==> src/ena_pkg.sv <==
// Shared widths, constants and stage payload types for the error norm accumulator.
`default_nettype none

package ena_pkg;

    // Sample and statistic widths
    localparam int SAMPLE_W  = 24;
    localparam int SUM1_W    = 40;
    localparam int SUM2_W    = 63;
    localparam int SQ_W      = 2 * SAMPLE_W;
    localparam int THR_W     = 16;
    localparam int TEST_W    = 40;
    localparam int CNT_OUT_W = 17;

    // Threshold register reset: 1.0 percent with eight fraction bits
    localparam logic [THR_W-1:0] THR_RESET = 16'd256;

    // 100 percent scaled by the eight threshold fraction bits
    localparam logic [TEST_W-1:0] PCT_SCALE = 40'd25600;

    // Extremes of a signed sample
    localparam logic signed [SAMPLE_W-1:0] SAMPLE_MOST_POS = {1'b0, {(SAMPLE_W-1){1'b1}}};
    localparam logic signed [SAMPLE_W-1:0] SAMPLE_MOST_NEG = {1'b1, {(SAMPLE_W-1){1'b0}}};

    typedef logic signed [SAMPLE_W-1:0] sample_t;
    typedef logic [SAMPLE_W-1:0]        umag_t;

    // Difference stage output
    typedef struct packed {
        umag_t   err;
        umag_t   mag;
        sample_t second;
        logic    last;
    } diff_t;

    // Product stage output
    typedef struct packed {
        umag_t             err;
        umag_t             mag;
        sample_t           second;
        logic [SQ_W-1:0]   err_sq;
        logic [SQ_W-1:0]   mag_sq;
        logic [TEST_W-1:0] err_scaled;
        logic [TEST_W-1:0] thr_mag;
        logic              mag_zero;
        logic              thr_zero;
        logic              last;
    } prod_t;

    // Statistics of one finished set
    typedef struct packed {
        umag_t                max_abs_error;
        umag_t                max_magnitude;
        logic [SUM1_W-1:0]    sum_abs_error;
        logic [SUM2_W-1:0]    sum_sq_error;
        logic [SUM1_W-1:0]    sum_magnitude;
        logic [SUM2_W-1:0]    sum_sq_magnitude;
        sample_t              min_second;
        sample_t              max_second;
        logic [CNT_OUT_W-1:0] item_count;
        logic [CNT_OUT_W-1:0] over_threshold_count;
        logic                 saturated;
    } result_t;

endpackage

`default_nettype wire

==> src/ena_prod.sv <==
// Product stage: squares and the two sides of the relative error test.
`default_nettype none

module ena_prod (
    input  logic                          clk,
    input  logic                          rst_n,
    input  logic                          in_valid,
    output logic                          in_ready,
    input  ena_pkg::diff_t                in_item,
    input  logic [ena_pkg::THR_W-1:0]     threshold,
    output logic                          out_valid,
    input  logic                          out_ready,
    output ena_pkg::prod_t                out_item
);
    import ena_pkg::*;

    logic  prod_valid_reg;
    prod_t prod_reg;
    prod_t prod_next;
    logic  adv_prod;

    assign adv_prod = !prod_valid_reg || out_ready;
    assign in_ready = adv_prod;

    // Multiply out the squares and the threshold products
    always_comb
    begin
        prod_next.err        = in_item.err;
        prod_next.mag        = in_item.mag;
        prod_next.second     = in_item.second;
        prod_next.err_sq     = SQ_W'(in_item.err) * SQ_W'(in_item.err);
        prod_next.mag_sq     = SQ_W'(in_item.mag) * SQ_W'(in_item.mag);
        prod_next.err_scaled = TEST_W'(in_item.err) * PCT_SCALE;
        prod_next.thr_mag    = TEST_W'(threshold) * TEST_W'(in_item.mag);
        prod_next.mag_zero   = (in_item.mag == '0);
        prod_next.thr_zero   = (threshold == '0);
        prod_next.last       = in_item.last;
    end

    always_ff @(posedge clk or negedge rst_n)
    begin
        if (!rst_n)
        begin
            prod_valid_reg <= 1'b0;
        end
        else if (adv_prod)
        begin
            prod_valid_reg <= in_valid;
        end
    end

    always_ff @(posedge clk)
    begin
        if (adv_prod)
        begin
            prod_reg <= prod_next;
        end
    end

    assign out_valid = prod_valid_reg;
    assign out_item  = prod_reg;

endmodule

`default_nettype wire

==> config.mk <==
export PLATFORM = sky130hd
export DESIGN_NAME = ena_prod
export DESIGN_NICKNAME = d
export VERILOG_FILES = /design/src/ena_pkg.sv /design/src/ena_prod.sv
export SDC_FILE = /design/constraint.sdc
export NUM_CORES = 2
export LEC_CHECK = 0
export BUFFER_PORTS_ARGS = -buffer_cell sky130_fd_sc_hd__buf_2
export CAP_MARGIN = 20
export CORE_UTILIZATION = 51
export DETAILED_ROUTE_END_ITERATION = 10
export HOLD_SLACK_MARGIN = 0.12
export PLACE_DENSITY = 0.8
export SYNTH_ARGS = -nofsm -noshare
export SYNTH_HDL_FRONTEND = slang
export SYNTH_SLANG_ARGS = --single-unit
==> constraint.sdc <==
create_clock -name clk -period 6.8 [get_ports clk]
set_input_delay 0 -clock clk [delete_from_list [all_inputs] [get_ports clk]]
set_output_delay 0 -clock clk [all_outputs]
set_load 0.01 [all_outputs]
==> flow_summary_export.csv <==
group,metric,value,unit
status,status,"finished, final reports clean",
global_routing,grt_pass1_wl,224000,um
critical_path,start_kind,"input port",
route,ant_nets,0,
global_routing,top_usage_layer,"met2",
route,routed_via_density,5.17,
logic_synthesis,synth_ff_type,"edfxtp_1",
global_routing,grt_usage,0.263,
timing,tightest_slew,0.998,ns
global_routing,grt_max_degree,144,
clock_tree,clkSinkCount,234,
logic_synthesis,synthArstFlopShare,0.00427,
timing,layout_worst_path_cycle_share,0.971,
critical_path,worst_path_max_delay_cell,"dlygate4sd3_1",
floorplanning,rows,119,
critical_path,worst_ep_required_time,7.15,ns
critical_path,cp_top_family,"adder cells",
logic_synthesis,yosys.area.top_type_share,0.433,
placed_design,io_buffers,332,
clock_tree,clock_path_buffers,3,
cells_and_area,area_delta_synth_final,16.6,%
worst_hold_path,hp-class,"in2reg",
route,vias,40200,
route,drc,0,
critical_path,endpoint_kind,"flip-flop",
clock_tree,cts_tree,"done",
critical_path,crit_arrival,6.95,ns
floorplanning,start_util,0.514,
clock_tree,clock_latency,0.62,ns
floorplanning,ios,346,
global_routing,grt_pass1_vias,44400,
floorplanning,die_w,328,um
logic_synthesis,postSynthCellCount,5591,
global_routing,met1_usage,0.335,
critical_path,critical_path_class,"in2reg",
logic_synthesis,synth_common_cells,"inv_1 (1629), fa_1 (1171), nand2_1 (609), ha_1 (546), and2_1 (292)",
critical_path,cp_common_cell,"fa_1",
logic_synthesis,ys_types,70,
placed_design,dp_hpwl,113000,um
timing,final_max_slew_viol_count,0,
logic_synthesis,synth.avg_cell_area,9.68,um2
clock_tree,numCtsBuffers,34,
clock_tree,htree_levels,2,
floorplanning,die_y,328,um
global_routing,met2_usage,0.447,
floorplanning,core_area,105000,um2
timing,setup-tns-final,0,ns
logic_synthesis,synthTopCellsByArea,"fa_1 (43%), edfxtp_1 (13%), ha_1 (13%)",
logic_synthesis,synth-seq-cells,234,
logic_synthesis,synth.most_common_cell,"inv_1",
logic_synthesis,synth_edf_count,233,
placed_design,globalplace.congestion,0.955,
timing,setup_viol,0,
logic_synthesis,ys_seq_area_frac,0.130,
cells_and_area,drive_above_1_share,0.145,
timing,fin_worst_skew,0.0343,ns
logic_synthesis,netlist_area,54100,um2
global_routing,grt_overflow_total,0,
floorplanning,die-area,107000,um2
cells_and_area,nNetsFinal,8167,
timing,fmax,151,MHz
timing,finalHoldViolations,0,
critical_path,cp_max_fo,13,
route,drtPass1Iterations,7,
flow_run,max-cap-violations,0,
timing,rsz0062_at_grt,"yes",
timing,slew_headroom,0.335,
clock_tree,ctsRootBufferMaster,"clkbuf_16",
global_routing,met3_usage,0.0501,
route,wl_per_cell,17.5,um
critical_path,slowest_delay,0.60,ns
logic_synthesis,synth_area_leader_cell,"fa_1",
timing,period_minus_slack,6.60,ns
route,drt_iter0_markers,2363,
critical_path,critical_path_buf_inv_count,8,
global_routing,antenna_found_initial,14,
clock_tree,cts.clk_slew.worst_paths,0.05,ns
route,drt_wl_total,136000,um
logic_synthesis,ys.warnings.count,0,
[logic make-up after synthesis]
group / Yosys count / synth area share
simple gates: 1215 / 0.105
mux: 4 / 0.000786
other cells: 1 / 0.0000693
flops: 234 / 0.130
fa+ha+maj: 1717 / 0.559
compound gates: 412 / 0.0495
buf+inv: 1844 / 0.129
xor+xnor: 164 / 0.0265
[layout by cell type (no fill, tap or decap), types with 80 or more instances in the layout]
| cell type | instances |
|---|---|
| a21o_1 | 80 |
| a21oi_1 | 123 |
| and2_1 | 292 |
| buf_2 | 328 |
| buf_4 | 466 |
| dlygate4sd3_1 | 104 |
| edfxtp_1 | 233 |
| fa_1 | 1171 |
| ha_1 | 546 |
| inv_1 | 1629 |
| nand2_1 | 609 |
| nor2_1 | 151 |
| xnor2_1 | 110 |
[metrics by stage]
stage | utilization | worst slack (ns) | hold slack [ns] | cell area [um2] | std cells
floorplan | - | -0.00991 | -0.296 | 54200 | 5603
global placement | 0.576 | -0.247 | -0.225 | 60600 | 7602
detailed placement | 0.576 | -0.421 | -0.222 | 60600 | 7602
CTS | 0.597 | 0.00745 | 0.124 | 62800 | 7767
global route | 0.600 | -0.0391 | 0.135 | 63100 | 7776
finish | 0.600 | 0.195 | 0.142 | 63100 | 7778
[layout make-up]
| class | instances | area [um2] |
|---|---|---|
| Fill cell | 8362 | 42100 |
| Multi-Input combinational cell | 3525 | 40400 |
| Inverter | 1635 | 6140 |
| Antenna cell | 6 | 15.0 |
| Clock buffer | 37 | 862 |
| Clock inverter | 23 | 285 |
| Sequential cell | 234 | 7020 |
| Timing Repair Buffer | 927 | 6700 |
| Tap cell | 1391 | 1740 |
[path summary, 6_finish.rpt]
path / start / endpoint / slack (ns) / cells past startpoint
worst max-delay path: in_item[25] / out_item[126] / 0.20 / 25
worst min-delay path: out_ready / out_valid / 0.14 / 3
worst max register to register: out_valid / out_item[221] / 4.67 / 2
worst min register to register: out_valid / out_valid / 0.95 / 2
max in group asynchronous: rst_n / out_valid / 6.46 / 3
min in group asynchronous: rst_n / out_valid / 0.24 / 3
[what timing repair did]
action,in CTS,in global routing
setup buffers,0,4
resized for setup,0,49
hold buffers,105,1
hold endpoints to repair,78,1
endpoints found under the setup margin,0,31
[worst register-to-register path: cells and delay by family (launching register included)]
kind,cells,cell delay [ns]
buf+inv,1,0.77
flops,1,0.40
simple gates,1,0.47
[state kept, by name (all words and copies together) (netlist names)]
signal     cells
out_item     233
out_valid      1
[routing by layer]
layer,vias up,share of wire
met4,12,0.038
met2,1459,0.49
li1,18000,-
met5,-,0.00054
met1,20400,0.40
met3,344,0.071
Power is not shown: default switching activity piles up to over one toggle a cycle in this logic, so the estimate is an artifact.
