<file path="src/ena_pkg.sv">
// Shared widths, constants and stage payload types for the error norm accumulator.
`default_nettype none

package ena_pkg;

    // Sample and statistic widths
    localparam int SAMPLE_W  = 24;
    localparam int SUM1_W    = 40;
    localparam int SUM2_W    = 63;
    localparam int SQ_W      = 2 * SAMPLE_W;
    localparam int THR_W     = 16;
    localparam int TEST_W    = 40;
    localparam int CNT_OUT_W = 17;

    // Threshold register reset: 1.0 percent with eight fraction bits
    localparam logic [THR_W-1:0] THR_RESET = 16'd256;

    // 100 percent scaled by the eight threshold fraction bits
    localparam logic [TEST_W-1:0] PCT_SCALE = 40'd25600;

    // Extremes of a signed sample
    localparam logic signed [SAMPLE_W-1:0] SAMPLE_MOST_POS = {1'b0, {(SAMPLE_W-1){1'b1}}};
    localparam logic signed [SAMPLE_W-1:0] SAMPLE_MOST_NEG = {1'b1, {(SAMPLE_W-1){1'b0}}};

    typedef logic signed [SAMPLE_W-1:0] sample_t;
    typedef logic [SAMPLE_W-1:0]        umag_t;

    // Difference stage output
    typedef struct packed {
        umag_t   err;
        umag_t   mag;
        sample_t second;
        logic    last;
    } diff_t;

    // Product stage output
    typedef struct packed {
        umag_t             err;
        umag_t             mag;
        sample_t           second;
        logic [SQ_W-1:0]   err_sq;
        logic [SQ_W-1:0]   mag_sq;
        logic [TEST_W-1:0] err_scaled;
        logic [TEST_W-1:0] thr_mag;
        logic              mag_zero;
        logic              thr_zero;
        logic              last;
    } prod_t;

    // Statistics of one finished set
    typedef struct packed {
        umag_t                max_abs_error;
        umag_t                max_magnitude;
        logic [SUM1_W-1:0]    sum_abs_error;
        logic [SUM2_W-1:0]    sum_sq_error;
        logic [SUM1_W-1:0]    sum_magnitude;
        logic [SUM2_W-1:0]    sum_sq_magnitude;
        sample_t              min_second;
        sample_t              max_second;
        logic [CNT_OUT_W-1:0] item_count;
        logic [CNT_OUT_W-1:0] over_threshold_count;
        logic                 saturated;
    } result_t;

endpackage

`default_nettype wire

</file>
<file path="src/ena_accum.sv">
// Accumulators, extremes, counters and the result register.
`default_nettype none

module ena_accum #(
    parameter int MAX_SET_ITEMS = 65536
) (
    input  logic              clk,
    input  logic              rst_n,
    input  logic              in_valid,
    output logic              in_ready,
    input  ena_pkg::prod_t    in_item,
    output logic              out_valid,
    input  logic              out_ready,
    output ena_pkg::result_t  out_item
);
    import ena_pkg::*;

    localparam int CNT_W = $clog2(MAX_SET_ITEMS + 1);
    localparam logic [CNT_W-1:0] CNT_MAX = CNT_W'(MAX_SET_ITEMS);

    umag_t             max_err_reg,  max_err_next;
    umag_t             max_mag_reg,  max_mag_next;
    logic [SUM1_W-1:0] abs_sum_reg,  abs_sum_next;
    logic [SUM2_W-1:0] sq_sum_reg,   sq_sum_next;
    logic [SUM1_W-1:0] mag_sum_reg,  mag_sum_next;
    logic [SUM2_W-1:0] sqm_sum_reg,  sqm_sum_next;
    sample_t           min_reg,      min_next;
    sample_t           max_reg,      max_next;
    logic [CNT_W-1:0]  pair_cnt_reg, pair_cnt_next;
    logic [CNT_W-1:0]  over_cnt_reg, over_cnt_next;
    logic              sat_reg,      sat_next;

    logic              res_valid_reg;
    result_t           res_reg;
    result_t           res_next;

    logic              take;
    logic              over;
    logic [SUM1_W:0]   abs_wide;
    logic [SUM2_W:0]   sq_wide;
    logic [SUM1_W:0]   mag_wide;
    logic [SUM2_W:0]   sqm_wide;
    logic              pair_full;
    logic              over_full;

    // Stall only a last transaction while the previous result is unclaimed
    assign in_ready = !in_item.last || !res_valid_reg || out_ready;
    assign take     = in_valid && in_ready;

    // Relative error test; a zero magnitude counts only at a zero threshold
    assign over = in_item.mag_zero ? in_item.thr_zero
                                   : (in_item.err_scaled >= in_item.thr_mag);

    // Compute updated statistics for the current transaction
    always_comb
    begin
        abs_wide  = {1'b0, abs_sum_reg} + (SUM1_W+1)'(in_item.err);
        sq_wide   = {1'b0, sq_sum_reg}  + (SUM2_W+1)'(in_item.err_sq);
        mag_wide  = {1'b0, mag_sum_reg} + (SUM1_W+1)'(in_item.mag);
        sqm_wide  = {1'b0, sqm_sum_reg} + (SUM2_W+1)'(in_item.mag_sq);
        pair_full = (pair_cnt_reg >= CNT_MAX);
        over_full = (over_cnt_reg >= CNT_MAX);

        max_err_next = (in_item.err > max_err_reg) ? in_item.err : max_err_reg;
        max_mag_next = (in_item.mag > max_mag_reg) ? in_item.mag : max_mag_reg;
        min_next     = (in_item.second < min_reg) ? in_item.second : min_reg;
        max_next     = (in_item.second > max_reg) ? in_item.second : max_reg;

        abs_sum_next = abs_wide[SUM1_W] ? '1 : abs_wide[SUM1_W-1:0];
        sq_sum_next  = sq_wide[SUM2_W]  ? '1 : sq_wide[SUM2_W-1:0];
        mag_sum_next = mag_wide[SUM1_W] ? '1 : mag_wide[SUM1_W-1:0];
        sqm_sum_next = sqm_wide[SUM2_W] ? '1 : sqm_wide[SUM2_W-1:0];

        pair_cnt_next = pair_full ? CNT_MAX : pair_cnt_reg + 1'b1;
        if (over)
        begin
            over_cnt_next = over_full ? CNT_MAX : over_cnt_reg + 1'b1;
        end
        else
        begin
            over_cnt_next = over_cnt_reg;
        end

        sat_next = sat_reg || abs_wide[SUM1_W] || sq_wide[SUM2_W] || mag_wide[SUM1_W]
                   || sqm_wide[SUM2_W] || pair_full || (over && over_full);

        res_next.max_abs_error        = max_err_next;
        res_next.max_magnitude        = max_mag_next;
        res_next.sum_abs_error        = abs_sum_next;
        res_next.sum_sq_error         = sq_sum_next;
        res_next.sum_magnitude        = mag_sum_next;
        res_next.sum_sq_magnitude     = sqm_sum_next;
        res_next.min_second           = min_next;
        res_next.max_second           = max_next;
        res_next.item_count           = CNT_OUT_W'(pair_cnt_next);
        res_next.over_threshold_count = CNT_OUT_W'(over_cnt_next);
        res_next.saturated            = sat_next;
    end

    // Update the accumulators; clear them after a last transaction
    always_ff @(posedge clk or negedge rst_n)
    begin
        if (!rst_n)
        begin
            max_err_reg  <= '0;
            max_mag_reg  <= '0;
            abs_sum_reg  <= '0;
            sq_sum_reg   <= '0;
            mag_sum_reg  <= '0;
            sqm_sum_reg  <= '0;
            min_reg      <= SAMPLE_MOST_POS;
            max_reg      <= SAMPLE_MOST_NEG;
            pair_cnt_reg <= '0;
            over_cnt_reg <= '0;
            sat_reg      <= 1'b0;
        end
        else if (take)
        begin
            if (in_item.last)
            begin
                max_err_reg  <= '0;
                max_mag_reg  <= '0;
                abs_sum_reg  <= '0;
                sq_sum_reg   <= '0;
                mag_sum_reg  <= '0;
                sqm_sum_reg  <= '0;
                min_reg      <= SAMPLE_MOST_POS;
                max_reg      <= SAMPLE_MOST_NEG;
                pair_cnt_reg <= '0;
                over_cnt_reg <= '0;
                sat_reg      <= 1'b0;
            end
            else
            begin
                max_err_reg  <= max_err_next;
                max_mag_reg  <= max_mag_next;
                abs_sum_reg  <= abs_sum_next;
                sq_sum_reg   <= sq_sum_next;
                mag_sum_reg  <= mag_sum_next;
                sqm_sum_reg  <= sqm_sum_next;
                min_reg      <= min_next;
                max_reg      <= max_next;
                pair_cnt_reg <= pair_cnt_next;
                over_cnt_reg <= over_cnt_next;
                sat_reg      <= sat_next;
            end
        end
    end

    // Hold the result until it is taken
    always_ff @(posedge clk or negedge rst_n)
    begin
        if (!rst_n)
        begin
            res_valid_reg <= 1'b0;
        end
        else if (take && in_item.last)
        begin
            res_valid_reg <= 1'b1;
        end
        else if (out_ready)
        begin
            res_valid_reg <= 1'b0;
        end
    end

    always_ff @(posedge clk)
    begin
        if (take && in_item.last)
        begin
            res_reg <= res_next;
        end
    end

    assign out_valid = res_valid_reg;
    assign out_item  = res_reg;

endmodule

`default_nettype wire
</file>
<file path="config.mk">
export PLATFORM = sky130hd
export DESIGN_NAME = ena_accum
export DESIGN_NICKNAME = d
export VERILOG_FILES = /design/src/ena_pkg.sv /design/src/ena_accum.sv
export SDC_FILE = /design/constraint.sdc
export NUM_CORES = 1
export LEC_CHECK = 0
export ABC_CLOCK_PERIOD_IN_PS = 12900
export BUFFER_PORTS_ARGS = -buffer_cell sky130_fd_sc_hd__clkbuf_2
export CORE_AREA = 5 5 269 336
export DETAILED_ROUTE_END_ITERATION = 12
export DIE_AREA = 0 0 274 341
export GPL_TIMING_DRIVEN = 0
export PLACE_DENSITY = 0.72
export SETUP_SLACK_MARGIN = 0.3
export SYNTH_ARGS = -nofsm -noshare
export SYNTH_HDL_FRONTEND = slang
export SYNTH_SLANG_ARGS = --single-unit
</file>
<file path="constraint.sdc">
create_clock -name clk -period 12.9 [get_ports clk]
set_input_delay 1.29 -clock clk [delete_from_list [all_inputs] [get_ports clk]]
set_output_delay 1.29 -clock clk [all_outputs]
set_load 0.1 [all_outputs]
</file>
==> summary.txt, run 1 <==
Status
  • Result of the run: completed

Worst setup path
  • Required @ worst endpoint: 13.39 ns
  • Arrival time of data at the critical path endpoint: 6.56 ns
  • Slowest-stage cell, CP: clkbuf_1
  • Maximum fanout encountered on the critical timing path: 10
  • Peak per-stage delay on the critical path: between 0.9 and 1 ns
  • Ordered list of cells on the worst path: clkbuf_1 > clkinv_1 > or3_1 > nand2_1 > clkbuf_1 > buf_1 > buf_1 > a22oi_1
  • Nature of the critical path startpoint: input port
  • Family with the most delay on the worst path: buffers and inverters
  • Critical path buffer and inverter count: 5
  • Crit end category: flop
  • Critical path start-end classification: in2reg

Timing
  • Transition time at the pin with the least slew margin: 1.460 ns
  • Final number of setup-violating endpoints: 0
  • Final period util: 47.09%
  • Unrepaired setup endpoints after global routing: no
  • Clock period minus worst slack: roughly 6.1 ns
  • Number of hold violations in the final report: 0
  • Achievable Freq: 164.6 MHz
  • Relative slew slack: 2.698%
  • Slew Viols, Final: 0
  • Final worst clock skew: 0.02643 ns
  • Setup Total Neg Slack: 0 ns

Global routing
  • Global Route Usage Sum: 27.19%
  • Residual overflow from global routing: 0
  • Largest net degree at the start of global routing: approximately 110
  • Initial antenna violation count: 8
  • Vias in the first global route: 33,150
  • Wire length of the first global-routing pass: 197,600 µm

Drt
  • Total wirelength of the detailed-routed design: 131,200 µm
  • TritonRoute pass-1 iters: 6
  • Residual DRC count: 0
  • Mean number of vias per cell: around 5.8
  • Final ANT Viol Nets: 0
  • Number of vias in the routed layout: 33,320
  • Routed WL per cell: 22.93 µm
  • First-iteration detailed-routing DRC count: 2,703

Cells and area
  • NumNets Final: 5,036
  • Number of flip-flops in the largest register: 337
  • Most common library cell in the layout ignoring fill and taps: clkbuf_2
  • Share of layout cells above drive strength 1: 18.89%
  • Final core utilization: a little over half
  • Layout Area Growth over Synthesis: 18.22%
  • Most frequent cells in the layout: clkbuf_2, nand2_1, edfxtp_1, dfrtp_1, a21oi_1
  • Post-Layout Cell Count: ~5,700

Yosys
  • XOR/XNOR Fraction of Synth Area: 3.779%
  • Mux contribution to synthesized area: 1.319%
  • Post-synthesis cell type count: between 80 and 90
  • Synthesized-area fraction occupied by adder cells: 9.355%
  • Total of flip-flops plus latches after synthesis: 675
  • Share of synthesized area occupied by flip-flops and latches: around half
  • Net count after synthesis: 4,362
  • Dominant combinational cell family by area after synthesis: compound AO/OA/AOI/OAI gates
  • Simple-gate share of the synthesized area: between 10% and 20%
  • Yosys warning count: 0
  • Mean area per synthesized cell: around 10 µm²
  • Netlist area before placement: 0.03871 mm²
  • Commonest register cell after synthesis: edfxtp_1
  • Post-synthesis compound-gate area fraction: 21.09%
  • Share of synthesized flip-flops with an asynchronous set or reset: 50.07%
  • Count of flip-flops with a built-in enable after synthesis: 337
  • Post-synthesis instance total: 3,820

Pwr
  • Power density over the cells: 242.5 mW/mm²
  • Leakage power figure: 20.80 nW
  • Maximum vdd ir drop: 183.4 µV

Clock network
  • Clock sink count: around 680
  • Post_cts resized: 0
  • # H-tree levels: 3
  • CTS tree: built
  • Number of buffers inserted for hold repair after clock tree synthesis: 0
  • Clk_lat worst skew: 0.63 ns
  • Clk buf depth: 3
  • CTS Buf Count: 74
  • Clock slew at reported path FFs: 0.07 ns
  • Buffer count from post-CTS setup fixing: 0
  • Cell chosen for the clock root: clkbuf_16

Place
  • Number of buffers added on ports: 592
  • Total half-perimeter wirelength after legalization and detailed placement: 99,290 µm
  • Cells after DPL: about 5,600
  • Weighted congestion reported at the end of routability-driven placement: 0.9537

Floorplan
  • Starting Density: 44.62%
  • Std-Cell Core Area: 0.08675 mm²
  • Overall die area: 0.09343 mm²
  • Y dimension of the die: 341 µm
  • Number of primary I/O pins: 594
  • Cell row count: 121
  • Width of the die: between 200 and 300 µm

Run
  • Number of maximum-capacitance violations: 0

Hold path
  • Hold WC Path Type: reg2reg
per-stage QoR:
| stage | power [mW] | setup WS, ns | hold WS [ns] | area, µm² |
|---|---|---|---|---|
| 3_5_place_dp | 8.876 | 5.999 | 0.4813 | 43320 |
| 5_1_grt | 11.69 | 6.640 | 0.5088 | 45760 |
| 3_3_place_gp | 8.845 | 1.373 | 0.4792 | 43130 |
| 4_1_cts | 11.10 | 6.686 | 0.5040 | 45750 |
| 2_1_floorplan | 7.636 | 5.130 | 0.4538 | 38710 |
| 6_report | 11.10 | 6.826 | 0.5014 | 45760 |
cell usage after synthesis (11+ instances only):
master | n | area, µm²
nand2b_1 | 24 | 150.1
inv_1 | 185 | 694.4
a22o_1 | 190 | 1664
a31oi_1 | 40 | 250.2
and4_1 | 18 | 157.7
nand4_1 | 64 | 400.4
mux2_2 | 40 | 450.4
dfstp_2 | 24 | 630.6
a21oi_1 | 310 | 1551
a21o_1 | 85 | 638.1
nand2_1 | 452 | 1697
clkbuf_1 | 137 | 514.2
nor2b_1 | 35 | 219.0
buf_2 | 36 | 180.2
a211oi_1 | 29 | 217.7
dfrtp_1 | 314 | 7858
or3_1 | 13 | 81.33
o221ai_1 | 14 | 122.6
nor4_1 | 14 | 87.58
o21ai_0 | 241 | 1206
o21a_1 | 37 | 277.8
o31ai_1 | 14 | 105.1
o21ai_1 | 11 | 55.05
xnor2_1 | 96 | 840.8
o211ai_1 | 17 | 127.6
o21bai_1 | 31 | 232.7
ha_1 | 283 | 3541
and3_1 | 49 | 306.5
and2_1 | 24 | 150.1
nor2_1 | 190 | 713.2
edfxtp_1 | 337 | 10120
a22oi_1 | 51 | 382.9
o22ai_1 | 49 | 306.5
nor3_1 | 43 | 215.2
xor2_1 | 71 | 621.9
nand3_1 | 84 | 420.4
or2_2 | 14 | 87.58
layout make-up:
class,count,area (µm²)
Clock buffer,91,2009
Antenna cell,3,7.507
Timing Repair Buffer,598,3137
Clock inverter,43,429.2
Sequential cell,675,18610
Fill cell,7798,40990
Buffer,188,805.8
Tap cell,1168,1461
Multi-Input combinational cell,2770,18600
Inverter,187,701.9
tightest hold or removal path, cell delays in order (launching register included):
cell and delay [ns]:
dfrtp_1 0.35, nand2_1 0.05, o21ai_1 0.07
path summary, 6_finish.rpt:
check                                            start                     endpoint  slack (ns)  cells past startpoint
min in group asynchronous                        rst_n      max_reg[13]$_DFFE_PN0P_        0.74                      1
max                                         in_item[0]      min_reg[20]$_DFFE_PN1P_        6.83                      8
min reg2reg                mag_sum_reg[23]$_DFFE_PN0P_  mag_sum_reg[23]$_DFFE_PN0P_        0.50                      2
max reg2reg                 abs_sum_reg[0]$_DFFE_PN0P_  abs_sum_reg[16]$_DFFE_PN0P_        8.43                     12
max in group asynchronous                        rst_n  max_err_reg[15]$_DFFE_PN0P_       10.77                      3
min                        mag_sum_reg[23]$_DFFE_PN0P_  mag_sum_reg[23]$_DFFE_PN0P_        0.50                      2
power by group:
part           switching [mW]  internal [mW]
combinational            4.08           1.54
clock                   0.923           1.26
sequential              0.290           3.01
total                    5.29           5.81
metal layers:
layer	up-vias	track usage, %	share of wire, %
li1	15550	-	-
met2	1271	47.02	49
met4	2	11.20	4.5
met1	16240	33.06	39
met3	260	5.625	7.0
met5	-	0	0.0091
logic make-up after synthesis:
group / count (synthesis)
AO/OA/AOI/OAI: 1227
AND/OR/NAND/NOR: 1043
flip-flops: 675
buffers and inverters: 375
adder cells (fa/ha/maj): 287
XOR/XNOR: 167
multiplexers: 46
(Power assumes the default switching activity.)
==> inputs of run 2 (changes only) <==
- ABC_CLOCK_PERIOD_IN_PS: 12900 -> 5370
- PLACE_DENSITY: 0.72 -> 0.75
- clock period: 12.9 -> 5.37 ns (I/O delays scaled with it)
==> run 2 against run 1 <==
  * Sequential share of layout area is essentially flat
  * Clock-buffer cell count up 16
  * Final area is essentially flat
  * Critical endpoint is now sat_reg$_DFFE_PN0P_
  * Largest cell class unchanged
  * Largest power group unchanged
==> summary.txt, run 2 (same netlist as run 1, synthesis figures left out) <==
Clock network
  • Cell chosen for the clock root: clkbuf_16
  • Clock slew at reported path FFs: 0.06 ns (about the same)
  • Clock sink count: 675 (unchanged)
  • CTS tree: built
  • Clk_lat worst skew: 0.63 ns (about the same)
  • # H-tree levels: 3 (unchanged)
  • Clk buf depth: 3 (unchanged)
  • CTS Buf Count: 75 (+1.4%)
  • Buffer count from post-CTS setup fixing: 0 (unchanged)

Timing
  • Number of hold violations in the final report: 0 (unchanged)
  • Setup WS post-layout: 0.5343 ns (-6.292 ns)
  • Slew Viols, Final: 0 (unchanged)
  • Achievable Freq: slightly above 200 MHz
  • Transition time at the pin with the least slew margin: 1.332 ns (-0.1272 ns)
  • Clock period minus worst slack: 4.836 ns
  • Relative slew slack: 11.18% (+8.5 points)
  • Final period util: roughly nine tenths
  • Minimum hold slack: 0.1277 ns (-0.3736 ns)
  • Unrepaired setup endpoints after global routing: no
  • Final number of setup-violating endpoints: 0 (unchanged)
  • Final worst clock skew: 0.02327 ns (-0.003161 ns)
  • Setup Total Neg Slack: 0 ns (unchanged)

Cells and area
  • Filler Cell Count: 7,768 (-0.38%)
  • Finished layout cell area: 0.04579 mm² (about the same)
  • NumNets Final: 5,037 (+0.020%)
  • Number of flip-flops in the largest register: 337 (unchanged)
  • Share of layout cells above drive strength 1: 18.81% (-0.087 points)
  • Layout Area Growth over Synthesis: 18.29% (about the same)
  • Most frequent cells in the layout: clkbuf_2, nand2_1, edfxtp_1, dfrtp_1, a21oi_1
  • Most common library cell in the layout ignoring fill and taps: clkbuf_2

Drt
  • Final ANT Viol Nets: 0 (unchanged)
  • Mean number of vias per cell: 5.796 (-0.45%)
  • First-iteration detailed-routing DRC count: 2,606 (-3.6%)
  • Total wirelength of the detailed-routed design: 130,500 µm (-0.54%)
  • Routed WL per cell: 22.79 µm (-0.63%)
  • Residual DRC count: 0 (unchanged)
  • Routed wl met3: 9705 µm (+5.9%)
  • Number of vias in the routed layout: 33,200 (-0.37%)
  • Routed met2 length: 62,660 µm (-2.7%)
  • Top layer reached by signal wires: met5
  • Routed metal-1 wirelength: 51,590 µm (-0.40%)
  • TritonRoute pass-1 iters: 6 (unchanged)

Global routing
  • Initial antenna violation count: 7 (-1)
  • Vias in the first global route: 32,700 (-1.4%)
  • Global Route Usage Sum: 26.91% (-0.28 points)
  • Wire length of the first global-routing pass: 195,300 µm (-1.2%)
  • Largest net degree at the start of global routing: 137 (+20%)
  • Residual overflow from global routing: 0 (unchanged)

Run
  • Number of maximum-capacitance violations: 0 (unchanged)

Worst setup path
  • Crit end category: flop
  • Setup slack of the worst register-to-register path: 0.53 ns (-7.90 ns)
  • Nature of the critical path startpoint: flop
  • Required @ worst endpoint: 5.89 ns (-7.50 ns)
  • Maximum fanout encountered on the critical timing path: 10 (unchanged)
  • Critical path start-end classification: reg2reg
  • Arrival time of data at the critical path endpoint: 5.35 ns (-1.21 ns)

Pwr
  • Maximum vdd ir drop: 547.6 µV (+200%)
  • Power density over the cells: 582.1 mW/mm² (+140%)
  • Total power consumption of the routed design: 26.65 mW (+140%)
  • Leakage power figure: 20.80 nW (about the same)

Floorplan
  • Number of primary I/O pins: 594 (unchanged)
  • Y dimension of the die: 341 µm (unchanged)
  • Starting Density: 44.62% (unchanged)
  • Overall die area: 0.09343 mm² (unchanged)
  • Width of the die: 274 µm (unchanged)
  • Cell row count: 121 (unchanged)
  • Std-Cell Core Area: 0.08675 mm² (unchanged)

Place
  • Total half-perimeter wirelength after legalization and detailed placement: 98,780 µm (-0.51%)
  • Placement Cell Area: 0.04330 mm² (about the same)
  • Worst Setup Slack post-DPL: -0.6069 ns (-6.606 ns)
  • Number of buffers added on ports: 592 (unchanged)
  • Weighted congestion reported at the end of routability-driven placement: 0.9700 (+1.7%)

Status
  • Result of the run: completed

Hold path
  • Hold WC Path Type: in2reg
## run 2: changes by cell type in the layout (fill, tap and decap cells not counted), moves of 2 or more
cell	change
clkbuf_1	+9
clkbuf_8	+5
clkinv_2	-5
clkinv_4	-3
bufinv_16	-2
clkinv_1	-2
clkinv_8	+2
inv_6	-2
## run 2: layout make-up
| type | instances | area (µm²) | area share, % |
|---|---|---|---|
| diodes | 3 | 7.507 | 0.01640 |
| clock buffers | 107 | 2130 | 4.651 |
| well taps | 1168 | 1461 | 3.192 |
| multi-input cells | 2770 | 18600 | 40.63 |
| clock inverters | 32 | 332.8 | 0.7269 |
| flip-flops and latches | 675 | 18610 | 40.64 |
| repair buffers | 598 | 3119 | 6.813 |
| plain buffers | 188 | 824.5 | 1.801 |
| inverters | 187 | 701.9 | 1.533 |
## run 2: worst paths after layout
path	start	to	depth (start not counted)
worst max-delay path	abs_sum_reg[0]$_DFFE_PN0P_	sat_reg$_DFFE_PN0P_	12
worst max register to register	abs_sum_reg[0]$_DFFE_PN0P_	sat_reg$_DFFE_PN0P_	12
worst min-delay path	out_ready	out_valid$_DFFE_PN0P_	2
max in group asynchronous	rst_n	max_mag_reg[12]$_DFFE_PN0P_	4
min in group asynchronous	rst_n	max_reg[21]$_DFFE_PN0P_	2
worst min register to register	max_mag_reg[7]$_DFFE_PN0P_	max_mag_reg[7]$_DFFE_PN0P_	1
## run 2: worst max-delay path: stages (launching register included)
cell and delay (ns):
dfrtp_1 0.38, ha_1 0.22, fa_1 0.43, a211oi_1 0.35, o21bai_1 0.18, o211ai_1 0.21
a21oi_1 0.12, a21oi_1 0.40, o22ai_1 0.37, nand2_1 0.58, clkbuf_1 0.71, nand4_1 0.44
a22o_1 0.33
## run 2: what timing repair did
action                                  CTS  global route
hold buffers                              1             0
endpoints found under the setup margin   40             0
gates resized for setup                   2             0
hold endpoints to repair                 39             0
## run 2: stage by stage
stage                     util, %  cells
after CTS                   52.77   5725
after global placement      49.73   5580
after global routing        52.78   5727
after floorplan                 -   3820
after detailed placement    49.91   5585
final                       52.78   5728
## run 2: power by group
group	internal, mW	leakage [nW]	switching (mW)
combinational	3.70	11.9	9.79
sequential	7.24	7.70	0.686
clock	3.02	1.19	2.22
## run 2: routing by layer
metal | up-vias | global-route usage (%)
met5 | - | 0
met4 | 4 | 12.51
met3 | 250 | 5.759
met2 | 1226 | 45.33
met1 | 16170 | 33.05
li1 | 15550 | -
