## src/ena_pkg.sv

```systemverilog
// Shared widths, constants and stage payload types for the error norm accumulator.
`default_nettype none

package ena_pkg;

    // Sample and statistic widths
    localparam int SAMPLE_W  = 24;
    localparam int SUM1_W    = 40;
    localparam int SUM2_W    = 63;
    localparam int SQ_W      = 2 * SAMPLE_W;
    localparam int THR_W     = 16;
    localparam int TEST_W    = 40;
    localparam int CNT_OUT_W = 17;

    // Threshold register reset: 1.0 percent with eight fraction bits
    localparam logic [THR_W-1:0] THR_RESET = 16'd256;

    // 100 percent scaled by the eight threshold fraction bits
    localparam logic [TEST_W-1:0] PCT_SCALE = 40'd25600;

    // Extremes of a signed sample
    localparam logic signed [SAMPLE_W-1:0] SAMPLE_MOST_POS = {1'b0, {(SAMPLE_W-1){1'b1}}};
    localparam logic signed [SAMPLE_W-1:0] SAMPLE_MOST_NEG = {1'b1, {(SAMPLE_W-1){1'b0}}};

    typedef logic signed [SAMPLE_W-1:0] sample_t;
    typedef logic [SAMPLE_W-1:0]        umag_t;

    // Difference stage output
    typedef struct packed {
        umag_t   err;
        umag_t   mag;
        sample_t second;
        logic    last;
    } diff_t;

    // Product stage output
    typedef struct packed {
        umag_t             err;
        umag_t             mag;
        sample_t           second;
        logic [SQ_W-1:0]   err_sq;
        logic [SQ_W-1:0]   mag_sq;
        logic [TEST_W-1:0] err_scaled;
        logic [TEST_W-1:0] thr_mag;
        logic              mag_zero;
        logic              thr_zero;
        logic              last;
    } prod_t;

    // Statistics of one finished set
    typedef struct packed {
        umag_t                max_abs_error;
        umag_t                max_magnitude;
        logic [SUM1_W-1:0]    sum_abs_error;
        logic [SUM2_W-1:0]    sum_sq_error;
        logic [SUM1_W-1:0]    sum_magnitude;
        logic [SUM2_W-1:0]    sum_sq_magnitude;
        sample_t              min_second;
        sample_t              max_second;
        logic [CNT_OUT_W-1:0] item_count;
        logic [CNT_OUT_W-1:0] over_threshold_count;
        logic                 saturated;
    } result_t;

endpackage

`default_nettype wire

```

## src/ena_diff.sv

```systemverilog
// Input register and absolute difference / magnitude stage.
`default_nettype none

module ena_diff (
    input  logic                                 clk,
    input  logic                                 rst_n,
    input  logic                                 in_valid,
    output logic                                 in_ready,
    input  logic signed [ena_pkg::SAMPLE_W-1:0]  first_value,
    input  logic signed [ena_pkg::SAMPLE_W-1:0]  second_value,
    input  logic                                 last_of_set,
    output logic                                 out_valid,
    input  logic                                 out_ready,
    output ena_pkg::diff_t                       out_item
);
    import ena_pkg::*;

    logic                 in_valid_reg;
    sample_t              first_reg;
    sample_t              second_reg;
    logic                 last_reg;
    logic                 dif_valid_reg;
    diff_t                dif_reg;
    diff_t                dif_next;
    logic                 adv_in;
    logic                 adv_dif;
    logic signed [SAMPLE_W:0] d_wide;
    logic signed [SAMPLE_W:0] b_wide;
    logic        [SAMPLE_W:0] err_wide;
    logic        [SAMPLE_W:0] mag_wide;

    // Advance a stage when it is empty or its content moves on
    assign adv_dif  = !dif_valid_reg || out_ready;
    assign adv_in   = !in_valid_reg || adv_dif;
    assign in_ready = adv_in;

    // Form the absolute error and the reference magnitude
    always_comb
    begin
        d_wide   = {first_reg[SAMPLE_W-1], first_reg} - {second_reg[SAMPLE_W-1], second_reg};
        b_wide   = {second_reg[SAMPLE_W-1], second_reg};
        err_wide = d_wide[SAMPLE_W] ? $unsigned(-d_wide) : $unsigned(d_wide);
        mag_wide = b_wide[SAMPLE_W] ? $unsigned(-b_wide) : $unsigned(b_wide);
        dif_next.err    = err_wide[SAMPLE_W-1:0];
        dif_next.mag    = mag_wide[SAMPLE_W-1:0];
        dif_next.second = second_reg;
        dif_next.last   = last_reg;
    end

    // Stage valid bits
    always_ff @(posedge clk or negedge rst_n)
    begin
        if (!rst_n)
        begin
            in_valid_reg  <= 1'b0;
            dif_valid_reg <= 1'b0;
        end
        else
        begin
            if (adv_in)
            begin
                in_valid_reg <= in_valid;
            end
            if (adv_dif)
            begin
                dif_valid_reg <= in_valid_reg;
            end
        end
    end

    // Stage payloads
    always_ff @(posedge clk)
    begin
        if (adv_in)
        begin
            first_reg  <= first_value;
            second_reg <= second_value;
            last_reg   <= last_of_set;
        end
        if (adv_dif)
        begin
            dif_reg <= dif_next;
        end
    end

    assign out_valid = dif_valid_reg;
    assign out_item  = dif_reg;

endmodule

`default_nettype wire

```

## config.mk

```make
export PLATFORM = sky130hd
export DESIGN_NAME = ena_diff
export DESIGN_NICKNAME = d
export VERILOG_FILES = /design/src/ena_pkg.sv /design/src/ena_diff.sv
export SDC_FILE = /design/constraint.sdc
export NUM_CORES = 1
export LEC_CHECK = 0
export ABC_AREA = 1
export BUFFER_PORTS_ARGS = -buffer_cell sky130_fd_sc_hd__buf_2
export CAP_MARGIN = 15
export CORE_MARGIN = 2
export CORE_UTILIZATION = 55
export DETAILED_ROUTE_END_ITERATION = 10
export PLACE_DENSITY = 0.79
export SKIP_LAST_GASP = 1
export SYNTH_ARGS = -nofsm -noshare
export SYNTH_HDL_FRONTEND = slang
export SYNTH_SLANG_ARGS = --single-unit
```

## constraint.sdc

```tcl
create_clock -name clk -period 3.6 [get_ports clk]
set_input_delay 0.18 -clock clk [delete_from_list [all_inputs] [get_ports clk]]
set_output_delay 0.18 -clock clk [all_outputs]
set_load 0.05 [all_outputs]
```

==> results of run 1 <==
[how the worst min path moves through the flow]
stage	from	end	slack (ns)	depth (start not counted)
final	rst_n	in_valid_reg	0.09	2
after global routing	rst_n	in_valid_reg	0.11	2
after CTS	rst_n	in_valid_reg	0.07	2
after detailed placement	rst_n	in_valid_reg	-0.03	1
after global placement	rst_n	in_valid_reg	-0.03	1
after floorplan	rst_n	in_valid_reg	-0.12	0
[kinds of logic after synthesis]
logic type | Yosys count | share of synthesized area
flip-flops | 123 | 0.5452
XOR/XNOR | 40 | 0.05463
AND/OR/NAND/NOR | 364 | 0.2337
buffers and inverters | 147 | 0.08333
adder cells (fa/ha/maj) | 27 | 0.05111
AO/OA/AOI/OAI | 36 | 0.03204
[area by class of cell]
class                      count  area, µm²
antenna                        1      2.502
clock buffer                  19      432.9
clock inverter                13      150.1
fill                         841       3331
inverter                     143      536.8
multi-input combinational    467       2522
sequential                   123       3684
tap                          147      183.9
timing repair buffer         181       1169
[critical path: cells and delay by family (launching register included)]
family	cells	cell delay, ns
buf+inv	1	0.08
compound gates	2	0.39
fa+ha+maj	2	0.61
simple gates	12	1.27
flops	1	0.44
[report_power, final]
group / internal [mW] / total [mW] / switching (mW)
combinational: 0.483 / 1.81 / 1.33
clock: 1.08 / 1.69 / 0.611
sequential: 1.88 / 1.95 / 0.0776
[cells in the final DEF (no fill, tap or decap), types with 4 or more instances in the layout]
cell type,count
nand3_1,42
nor3_1,10
nand2_2,12
nand2_1,212
nor2_2,5
nor2_1,56
dlygate4sd3_1,51
o21ai_0,8
edfxtp_1,121
xor2_1,37
nand4_1,14
ha_1,26
buf_2,127
clkinvlp_4,4
a21oi_1,16
clkbuf_16,17
inv_1,140
[routing by layer]
layer	GRT usage	up-vias	wire (µm)
li1	-	2779	-
met1	0.3038	2502	6492
met2	0.4304	177	7837
met3	0.05377	32	753
met4	0.1221	0	396
met5	0	-	0
[stage by stage]
| step | utilization | std cells | cell area (µm²) | setup WS [ns] |
|---|---|---|---|---|
| after detailed placement | 0.6315 | 1010 | 7585 | 0.6235 |
| final | 0.7227 | 1094 | 8681 | 0.5681 |
| after global placement | 0.6315 | 1010 | 7585 | 0.6383 |
| after floorplan | - | 737 | 6756 | 0.4940 |
| after global routing | 0.7227 | 1094 | 8681 | 0.3313 |
| after CTS | 0.7225 | 1093 | 8678 | 0.5544 |
[timing repair]
item                                    in CTS  in global routing
hold endpoints to repair                    52                  0
gates resized for setup                      0                  0
endpoints found under the setup margin       0                  0
hold buffers                                51                  0
==> results.md, run 1 <==
* Worst path slowest cell: edfxtp_1
* Final worst path period share at 0.8422
* Final TNS setup at 0 ns
* Critical path arrival at 3.21 ns
* FF-to-FF End: out_item[68]
* Crit path capture: out_item[68]
* Final Hold Vio Count at 0
* Worst hold path class: in2async
* Crit. End Element: flip-flop
* Crit path kind: reg2reg
* Seq/Total Area, Yosys at 0.5452
* Routed vias at 5490
* Cell taking the most area after synthesis: edfxtp_1
* H-tree levels at 4
* Slew Limit Fails at 0
* Latest clock arrival within the worst-skew pair at 0.42 ns
* Initial antenna violation count at 1
* Fin crit period at 3.032 ns
* Die Span Y at 114.8 µm
* IO Port Bufs at 127
* Max incr delay on CP at 0.44 ns
* Gr ovfl total at 0
* Root buffer cell: clkbuf_16
* Register-to-Register Path Depth at 17
* Avg Inst Size Synth at 9.168 µm²
* Global-route wire length before repair at 25120 µm
* Yosys top cell area share at 0.5378
* Clock Pin Slew Worst Setup and Hold Paths at 0.06 ns
* Std cell rows at 40
* Vias per cell at 5.018
* Worst r2r src: second_reg[0]
* Main synth FF type: edfxtp_1
* GPL Wtd Cong at 0.9386
* Area Growth Syn to Fin at 28.48%
* EDFF count, synth at 121
* # DRC at 0
* Max clock buf depth at 2
* Wire length per cell at 14.15 µm
* Most Frequent Cell on Critical Path: nand2_1
* CP Launch Type: flip-flop
* Largest cells by area after synthesis: edfxtp_1 (54%), nand2_1 (12%), inv_1 (7.8%)
* Largest register FFs at 72
* Drt pass-1 iters at 5
* Synth cell types at 35
* Reg2Reg Setup Slack at 0.57 ns
* Clock sinks at 123
* Die ar. at 0.01319 mm²
* Post-CTS Repair Setup Buffers at 0
* Vias in the first global route at 5431
* CTS tree: built
* Static leakage at 4.224 nW
* Io pins at 128
* Worst Tran Pin Value at 0.9295 ns
* Pin count of the biggest net entering global routing at 74
* Critical path required time at 3.77 ns
* Synthesis Warnings at 0
* Rel. slew slack at 0.3798
* Number of CTS-inserted buffers at 17
* Critical path fanouts, max at 4
* Power density cells at 628.0 mW/mm²
* Outcome: finished clean
* Drt total wl at 15480 µm
* Max-cap violations at 0
* Final ANT Viol Nets at 0
* FMAX at 329.8 MHz
* Final hold slack at 0.09279 ns
* Cell area after synthesis at 0.006756 mm²
* Seq cells post-synth at 123
* Mapped Nets at 817
* Total Routing Usage GR at 0.2513
* Core ar. at 0.01201 mm²
* Final nets at 1013
* Initial drt markers at 326
* Max IR drop VDD at 0.0005234 V
* RSZ-0062 raised after global routing: false
* Layout cells sized above 1 at 0.2008
* Asr flop ratio synth at 0.01626
* Cell-by-cell listing of the critical path: ha_1 -> inv_1 -> fa_1 -> nand2_2 -> nand2_1 -> nand3_1 -> nand2_1 -> nand2_1 -> nand2_1 -> nand2_1 -> nand2_1 -> nor2_1 -> nand3_2 -> o21ai_2 -> o21ai_1 -> nand2_1 -> nand2_1
* Synth Instances at 737
* Post-synth top cells: nand2_1 (213), inv_1 (140), edfxtp_1 (121)
* Worst setup path startpoint: second_reg[0]
* Initial Utilization at 0.5625
* Finish-stage setup viols at 0
* Count leader, synth: nand2_1
* Die Width at 114.8 µm
* Total chip power at 5.451 mW
* Dpl hpwl at 10530 µm
* Worst Clk Skew at 0.008455 ns
Note: power is estimated with default switching activity, not from simulation.
==> run 2, diff against run 1 <==
--- a/config.mk
+++ b/config.mk
@@ -5,13 +5,13 @@
 export SDC_FILE = /design/constraint.sdc
 export NUM_CORES = 1
 export LEC_CHECK = 0
-export ABC_AREA = 1
+export ABC_AREA = 0
 export BUFFER_PORTS_ARGS = -buffer_cell sky130_fd_sc_hd__buf_2
 export CAP_MARGIN = 15
 export CORE_MARGIN = 2
 export CORE_UTILIZATION = 55
 export DETAILED_ROUTE_END_ITERATION = 10
-export PLACE_DENSITY = 0.79
+export PLACE_DENSITY = 0.8
 export SKIP_LAST_GASP = 1
 export SYNTH_ARGS = -nofsm -noshare
 export SYNTH_HDL_FRONTEND = slang
==> constraint.sdc (replaced) <==
create_clock -name clk -period 3.1 [get_ports clk]
set_input_delay 0.155 -clock clk [delete_from_list [all_inputs] [get_ports clk]]
set_output_delay 0.155 -clock clk [all_outputs]
set_load 0.05 [all_outputs]
==> run 2 against run 1 <==
  * The flow now finishes with violations (setup timing)
  * Setup slack worse by 0.78 ns
  * Synthesized area shrank 7.4%
  * Combinational power rose by 31%
  * Count of clock-buffer cells in the layout decreased by 1
  * Critical endpoint is now out_item[69]
  * Largest cell class unchanged
==> results.md, run 2 <==
* IO Port Bufs at 127 (unchanged)
* Critical path arrival at 3.47 ns (+0.26 ns)
* Max IR drop VDD at 0.0005113 V (-2.3%)
* Reg2Reg Setup Slack at -0.21 ns (-0.78 ns)
* EDFF count, synth at 121 (unchanged)
* DP Cell Count at 819 (-19%)
* Cell taking the most area after synthesis: edfxtp_1
* Count leader, synth: edfxtp_1
* Routed vias at 5223 (-4.9%)
* Worst Clk Skew at 0.01270 ns (+0.004247 ns)
* GPL Wtd Cong at 0.9045 (-3.6%)
* Worst setup path startpoint: first_reg[0]
* Synth Instances at 494 (-33%)
* Latest clock arrival within the worst-skew pair at 0.42 ns (about the same)
* Fin util at 0.8267 (+0.1040)
* Critical path required time at 3.26 ns (-0.51 ns)
* Clock Pin Slew Worst Setup and Hold Paths at 0.06 ns (about the same)
* Gr ovfl total at 0 (unchanged)
* Final nets at 847 (-16%)
* Register Area at 0.003684 mm² (unchanged)
* Initial drt markers at 494 (+52%)
* Number of CTS-inserted buffers at 17 (unchanged)
* H-tree levels at 4 (unchanged)
* Die Width at 110.7 µm (-3.6%)
* N_diodes at 0 (-1)
* Slew Limit Fails at 0 (unchanged)
* FF-to-FF End: out_item[69]
* Wire length per cell at 19.33 µm (+37%)
* Cell-by-cell listing of the critical path: inv_1 -> ha_2 -> inv_2 -> fa_2 -> a21o_1 -> a221oi_2 -> xor2_1 -> and4_1 -> nor4b_4 -> nand3_2 -> nor4_4 -> a31oi_1 -> xor2_1
* Outcome: complete, but fails checks
* Main synth FF type: edfxtp_1
* Worst hold path class: in2async
* FMAX at 302.3 MHz (-8.3%)
* Final ANT Viol Nets at 0 (unchanged)
* Dpl hpwl at 10600 µm (+0.69%)
* Drt pass-1 iters at 6 (+1)
* Max incr delay on CP at 0.37 ns (-0.07 ns)
* Asr flop ratio synth at 0.01626 (unchanged)
* Die ar. at 0.01224 mm² (-7.2%)
* # DRC at 0 (unchanged)
* Final Hold Vio Count at 0 (unchanged)
* Most Frequent Cell on Critical Path: xor2_1
* Static leakage at 3.756 nW (-11%)
* Max-cap violations at 0 (unchanged)
* Cell area after synthesis at 0.006256 mm² (-7.4%)
* Seq cells post-synth at 123 (unchanged)
* Worst r2r src: first_reg[0]
* Filler Cell Count at 582 (-31%)
* Synth cell types at 72 (+110%)
* Core ar. at 0.01098 mm² (-8.6%)
* Crit path kind: reg2reg
* Area Growth Syn to Fin at 45.14%
* Root buffer cell: clkbuf_16
* Failing checks: setup timing
* Final std cells w/o fill at 920 (-16%)
* Initial antenna violation count at 0 (-1)
* Die Span Y at 110.7 µm (-3.6%)
* Worst path slowest cell: edfxtp_1
* Drt total wl at 17780 µm (+15%)
* Most frequent cells in the layout: buf_2 (127), edfxtp_1 (121), buf_4 (84)
* Worst Tran Pin Value at 0.9830 ns (+0.05351 ns)
* Max clock buf depth at 2 (unchanged)
* Mapped Nets at 574 (-30%)
* Synthesis Warnings at 0 (unchanged)
* Vias in the first global route at 5440 (+0.17%)
* Power density cells at 719.6 mW/mm² (+15%)
* Pin count of the biggest net entering global routing at 74 (unchanged)
* Initial Utilization at 0.5696 (+0.007106)
* Std cell rows at 38 (-5.0%)
* Layout cells sized above 1 at 0.4026 (+0.2017)
* Total Routing Usage GR at 0.2753 (+0.02400)
* Finish-stage setup viols at 10 (+10)
* Seq/Total Area, Yosys at 0.5888 (+0.04361)
* Largest cells by area after synthesis: edfxtp_1 (58%), xnor2_1 (5.9%), ha_1 (5.2%)
* Final worst-path setup slack at -0.2075 ns (-0.7756 ns)
* Vias per cell at 5.677 (+13%)
* Fin crit period at 3.307 ns (+0.2756 ns)
* RSZ-0062 raised after global routing: true
* Register-to-Register Path Depth at 13 (-4)
* Critical path fanouts, max at 3 (-1)
* Most common cell after layout, fill and taps aside: buf_2
* CP Launch Type: flip-flop
* Largest register FFs at 72 (unchanged)
* Avg Inst Size Synth at 12.66 µm² (+38%)
* Io pins at 128 (unchanged)
* Post-synth top cells: edfxtp_1 (121), xnor2_1 (42), inv_1 (34)
* Yosys top cell area share at 0.5808 (+0.04302)
* Multi-input combinational cell area at 0.002695 mm² (+6.8%)
* CTS tree: built
* Final worst path period share at 1.067 (+0.2247)
* Global-route wire length before repair at 26640 µm (+6.1%)
* Clock sinks at 123 (unchanged)
* Crit. End Element: flip-flop
* Rel. slew slack at 0.3446 (-0.03512)
## run 2: changes by cell type after synthesis, moves of 9 or more
cell,delta
xor2_1,-26
o21ai_0,+18
nand2_1,-180
xnor2_1,+40
inv_1,-106
nor2_1,-38
nand2_2,-12
nand3_1,-36
a21oi_1,+9
## run 2: worst max-delay path by stage
stage | end | depth (start not counted) | slack, ns
final | out_item[69] | 13 | -0.21
after global routing | out_item[69] | 13 | -0.33
after CTS | out_item[69] | 13 | -0.12
after detailed placement | out_item[71] | 11 | -0.30
after global placement | out_item[72] | 13 | -0.11
after floorplan | out_item[69] | 13 | -0.05
## run 2: kinds of logic (layout without fill, tap and decap cells)
logic type      after synthesis  in the layout  share of synthesized area
flops                       123            123                     0.5888
simple gates                123            123                     0.1124
compound gates              118            119                     0.1324
xor+xnor                     54             54                    0.07680
buf+inv                      47            332                    0.03100
fa+ha+maj                    27             27                    0.05520
mux                           2              2                   0.003400
## run 2: timing repair
action / 4_1_cts / 5_1_grt
setup buffers: 11 / 7
hold buffers: 51 / 0
gates cloned: 0 / 2
resized for setup: 19 / 51
hold endpoints to repair: 52 / 0
pin swaps: 18 / 24
setup endpoints to repair: 23 / 23
## run 2: layout make-up
cell class              count  area share
flip-flops and latches    123      0.4057
multi-input cells         325      0.2968
repair buffers            266      0.2016
clock buffers              18     0.04726
well taps                 140     0.01929
clock inverters            14     0.01530
inverters                  34     0.01406
## run 2: per-layer routing
layer  global-route usage  up-vias  share of wire
met5                    0        -              0
met4               0.1167        0          0.026
met3              0.05741       41          0.061
met2               0.4875      248           0.52
met1               0.3256     2505           0.39
li1                     -     2429              -
## run 2: through the flow
step	setup slack, ns	hold slack [ns]	area (µm²)	power [mW]	setup TNS (ns)
floorplan	-0.04967	-0.1406	6281	3.730	-0.1601
global placement	-0.1066	-0.06014	7579	4.254	-0.4582
detailed placement	-0.3047	-0.05314	7579	4.314	-2.328
CTS	-0.1210	0.05209	8823	6.345	-0.7133
global route	-0.3340	0.04744	9080	6.760	-3.146
finish	-0.2075	0.05279	9080	6.534	-1.353
## run 2: where the power goes
part	leakage, nW	switching, mW	total [mW]	internal, mW
Clock	0.263	0.808	1.93	1.12
Sequential	1.24	0.0808	2.23	2.15
Combinational	2.25	1.53	2.37	0.842
Total	3.76	2.42	6.53	4.12
## run 2: critical path, delay by kind of cell (launching register included)
family                   cells  cell delay, ns
AO/OA/AOI/OAI                3            0.71
XOR/XNOR                     2            0.42
adder cells (fa/ha/maj)      2            0.53
buffers and inverters        2            0.12
flip-flops                   1            0.37
AND/OR/NAND/NOR              4            0.91
==> run 3, diff against run 2 <==
--- a/config.mk
+++ b/config.mk
@@ -9,9 +9,8 @@
 export BUFFER_PORTS_ARGS = -buffer_cell sky130_fd_sc_hd__buf_2
 export CAP_MARGIN = 15
 export CORE_MARGIN = 2
-export CORE_UTILIZATION = 55
+export CORE_UTILIZATION = 35
 export DETAILED_ROUTE_END_ITERATION = 10
-export PLACE_DENSITY = 0.8
 export SKIP_LAST_GASP = 1
 export SYNTH_ARGS = -nofsm -noshare
 export SYNTH_HDL_FRONTEND = slang
==> constraint.sdc (replaced) <==
create_clock -name clk -period 3.6 [get_ports clk]
set_input_delay 0.18 -clock clk [delete_from_list [all_inputs] [get_ports clk]]
set_output_delay 0.18 -clock clk [all_outputs]
set_load 0.05 [all_outputs]
==> run 3 against run 2 <==
  * The run now ends clean
  * Design area fell by 6.7%
  * Flip-flop and latch count is the same
  * Critical path depth shrank 2
  * Non-clock buffer count is 69 lower
  * Worst hold slack improved by 0.029 ns
  * Maximum frequency shrank 2.5%
  * Combinational power is 28% lower
  * Critical path type unchanged
  * Largest power group is now registers
==> results.md, run 3 (synthesized netlist as in run 2, its figures left out) <==
* Outcome: finished clean
* Fin crit period at 3.392 ns (+0.08485 ns)
* Max clock buf depth at 2 (unchanged)
* Worst Path Buf+Inv at 1 (-1)
* # DRC at 0 (unchanged)
* Combinational power share at 0.321 (-0.042)
* Critical path fanouts, max at 7 (+4)
* Crit path kind: reg2reg
* Worst Tran Pin Value at 0.9924 ns (+0.009391 ns)
* Layout cells sized above 1 at 0.2930 (-0.1096)
* Initial Utilization at 0.3604 (-0.2092)
* Final worst path period share at 0.9423 (-0.1246)
* Wire length per cell at 15.64 µm (-19%)
* Final Hold Vio Count at 0 (unchanged)
* Initial antenna violation count at 0 (unchanged)
* Total Routing Usage GR at 0.1614 (-0.1139)
* Gr ovfl total at 0 (unchanged)
* Placed Area at 0.007249 mm² (-4.3%)
* Power density cells at 629.0 mW/mm² (-13%)
* CTS tree: built
* Root buffer cell: clkbuf_16
* Routed vias at 4637 (-11%)
* Latest clock arrival within the worst-skew pair at 0.42 ns (about the same)
* Final nets at 777 (-8.3%)
* Worst Clk Skew at 0.007146 ns (-0.005556 ns)
* Clock Pin Slew Worst Setup and Hold Paths at 0.06 ns (about the same)
* Largest register FFs at 72 (unchanged)
* Final instance area at 0.008472 mm² (-6.7%)
* Critical path required time at 3.75 ns (+0.49 ns)
* CP Launch Type: flip-flop
* Switching Share at 0.3509 (-0.01918)
* Clock group share of total power at 0.317 (+0.022)
* H-tree levels at 4 (unchanged)
* Cell-by-cell listing of the critical path: inv_1 -> ha_1 -> a21o_1 -> a311oi_2 -> nor2_1 -> or4_1 -> a21oi_4 -> nand3_2 -> nor4_4 -> a31oi_1 -> xor2_1
* Crit. End Element: flip-flop
* Critical path arrival at 3.55 ns (+0.08 ns)
* Reg2Reg Setup Slack at 0.21 ns (+0.42 ns)
* Sequential share of power at 0.362 (+0.020)
* Die Width at 137.7 µm (+24%)
* Max incr delay on CP at 0.55 ns (+0.18 ns)
* Slew Limit Fails at 0 (unchanged)
* Worst hold path class: in2async
* NetSw at 1.870 mW (-23%)
* Pint at 3.459 mW (-16%)
* Initial drt markers at 259 (-48%)
* Die ar. at 0.01896 mm² (+55%)
* Pin count of the biggest net entering global routing at 74 (unchanged)
* Io pins at 128 (unchanged)
* Worst path slowest cell: or4_1
* Number of CTS-inserted buffers at 17 (unchanged)
* Global-route wire length before repair at 23380 µm (-12%)
* Dpl hpwl at 10500 µm (-0.93%)
* Static leakage at 3.392 nW (-9.7%)
* Max-cap violations at 0 (unchanged)
* Core ar. at 0.01736 mm² (+58%)
* Clock sinks at 123 (unchanged)
* Area Growth Syn to Fin at 35.42%
* Delay-heaviest family, CP: simple AND/OR/NAND/NOR gates
* Most common cell after layout, fill and taps aside: buf_2
* Drt pass-1 iters at 4 (-2)
* Die Span Y at 137.7 µm (+24%)
* Finish-stage setup viols at 0 (-10)
* Rel. slew slack at 0.3384 (-0.006260)
* Final TNS setup at 0 ns (+1.353 ns)
* Std cell rows at 48 (+26%)
* Vias in the first global route at 4702 (-14%)
* Max IR drop VDD at 0.0003293 V (-36%)
* IO Port Bufs at 127 (unchanged)
* Most frequent cells in the layout: buf_2 (127), edfxtp_1 (121), dlygate4sd3_1 (51)
* N_diodes at 0 (unchanged)
* GPL Wtd Cong at 0.8301 (-8.2%)
* Final ANT Viol Nets at 0 (unchanged)
* Vias per cell at 4.959 (-13%)
* RSZ-0062 raised after global routing: true
* FMAX at 294.8 MHz (-2.5%)
* Drt total wl at 14620 µm (-18%)
## run 3: cell types whose count changed in the layout (fill, tap and decap cells not counted), sizes merged
| cell | change |
|---|---|
| a31o | -1 |
| bufinv | +2 |
| clkbuf | +1 |
| buf | -69 |
| clkinvlp | -4 |
| clkinv | +5 |
| inv | -4 |
## run 3: stage by stage
stage,hold WS (ns),util,setup WS (ns),instances,power [mW]
floorplan,-0.1156,-,0.4282,494,3.201
global placement,-0.03621,0.4177,0.1215,851,3.550
detailed placement,-0.03191,0.4177,0.008368,851,3.572
CTS,0.03653,0.4807,0.006506,934,5.320
global route,0.08595,0.4881,-0.02744,935,5.575
finish,0.08167,0.4881,0.2077,935,5.329
## run 3: worst paths after layout
kind                               startpoint           end  cells past startpoint
worst max-delay path            second_reg[6]  out_item[69]                     11
worst min-delay path                    rst_n  in_valid_reg                      2
worst max register to register  second_reg[6]  out_item[69]                     11
worst min register to register       last_reg   out_item[0]                      0
max in group asynchronous               rst_n     out_valid                      2
min in group clk                     last_reg   out_item[0]                      0
## run 3: repair_timing
action | in CTS | in global routing
gates resized for setup | 0 | 18
hold endpoints to repair | 52 | 0
hold buffers | 51 | 0
buffers inserted | 0 | 1
endpoints found under the setup margin | 0 | 12
## run 3: power by group through the flow
stage / clock network [mW] / registers (mW) / logic (mW)
global route: 1.79 / 1.95 / 1.84
floorplan: 0 / 2.53 / 0.670
detailed placement: 0 / 1.96 / 1.61
CTS: 1.72 / 1.93 / 1.66
finish: 1.69 / 1.93 / 1.71
global placement: 0 / 1.96 / 1.59
## run 3: per-layer routing
metal  vias to the layer above  part of all wire  global-route usage
met5                         -                 0                   0
met4                         0             0.018             0.05782
met3                        22             0.059             0.03974
met2                       154              0.47              0.2595
met1                      2180              0.46              0.2126
li1                       2281                 -                   -
## run 3: cell type report
cell class,instances,area (µm²)
Clock inverter,13,150.1
Clock buffer,19,432.9
Tap cell,225,281.5
Multi-Input combinational cell,324,2507
Fill cell,1563,8885
Timing Repair Buffer,197,1289
Inverter,34,127.6
Sequential cell,123,3684
## run 3: worst reg2reg max path, cell delays in order, from the launching register on
cell and delay, ns:
edfxtp_1 0.39, inv_1 0.08, ha_1 0.38, a21o_1 0.23, a311oi_2 0.35, nor2_1 0.14
or4_1 0.55, a21oi_4 0.23, nand3_2 0.18, nor4_4 0.30, a31oi_1 0.14, xor2_1 0.16
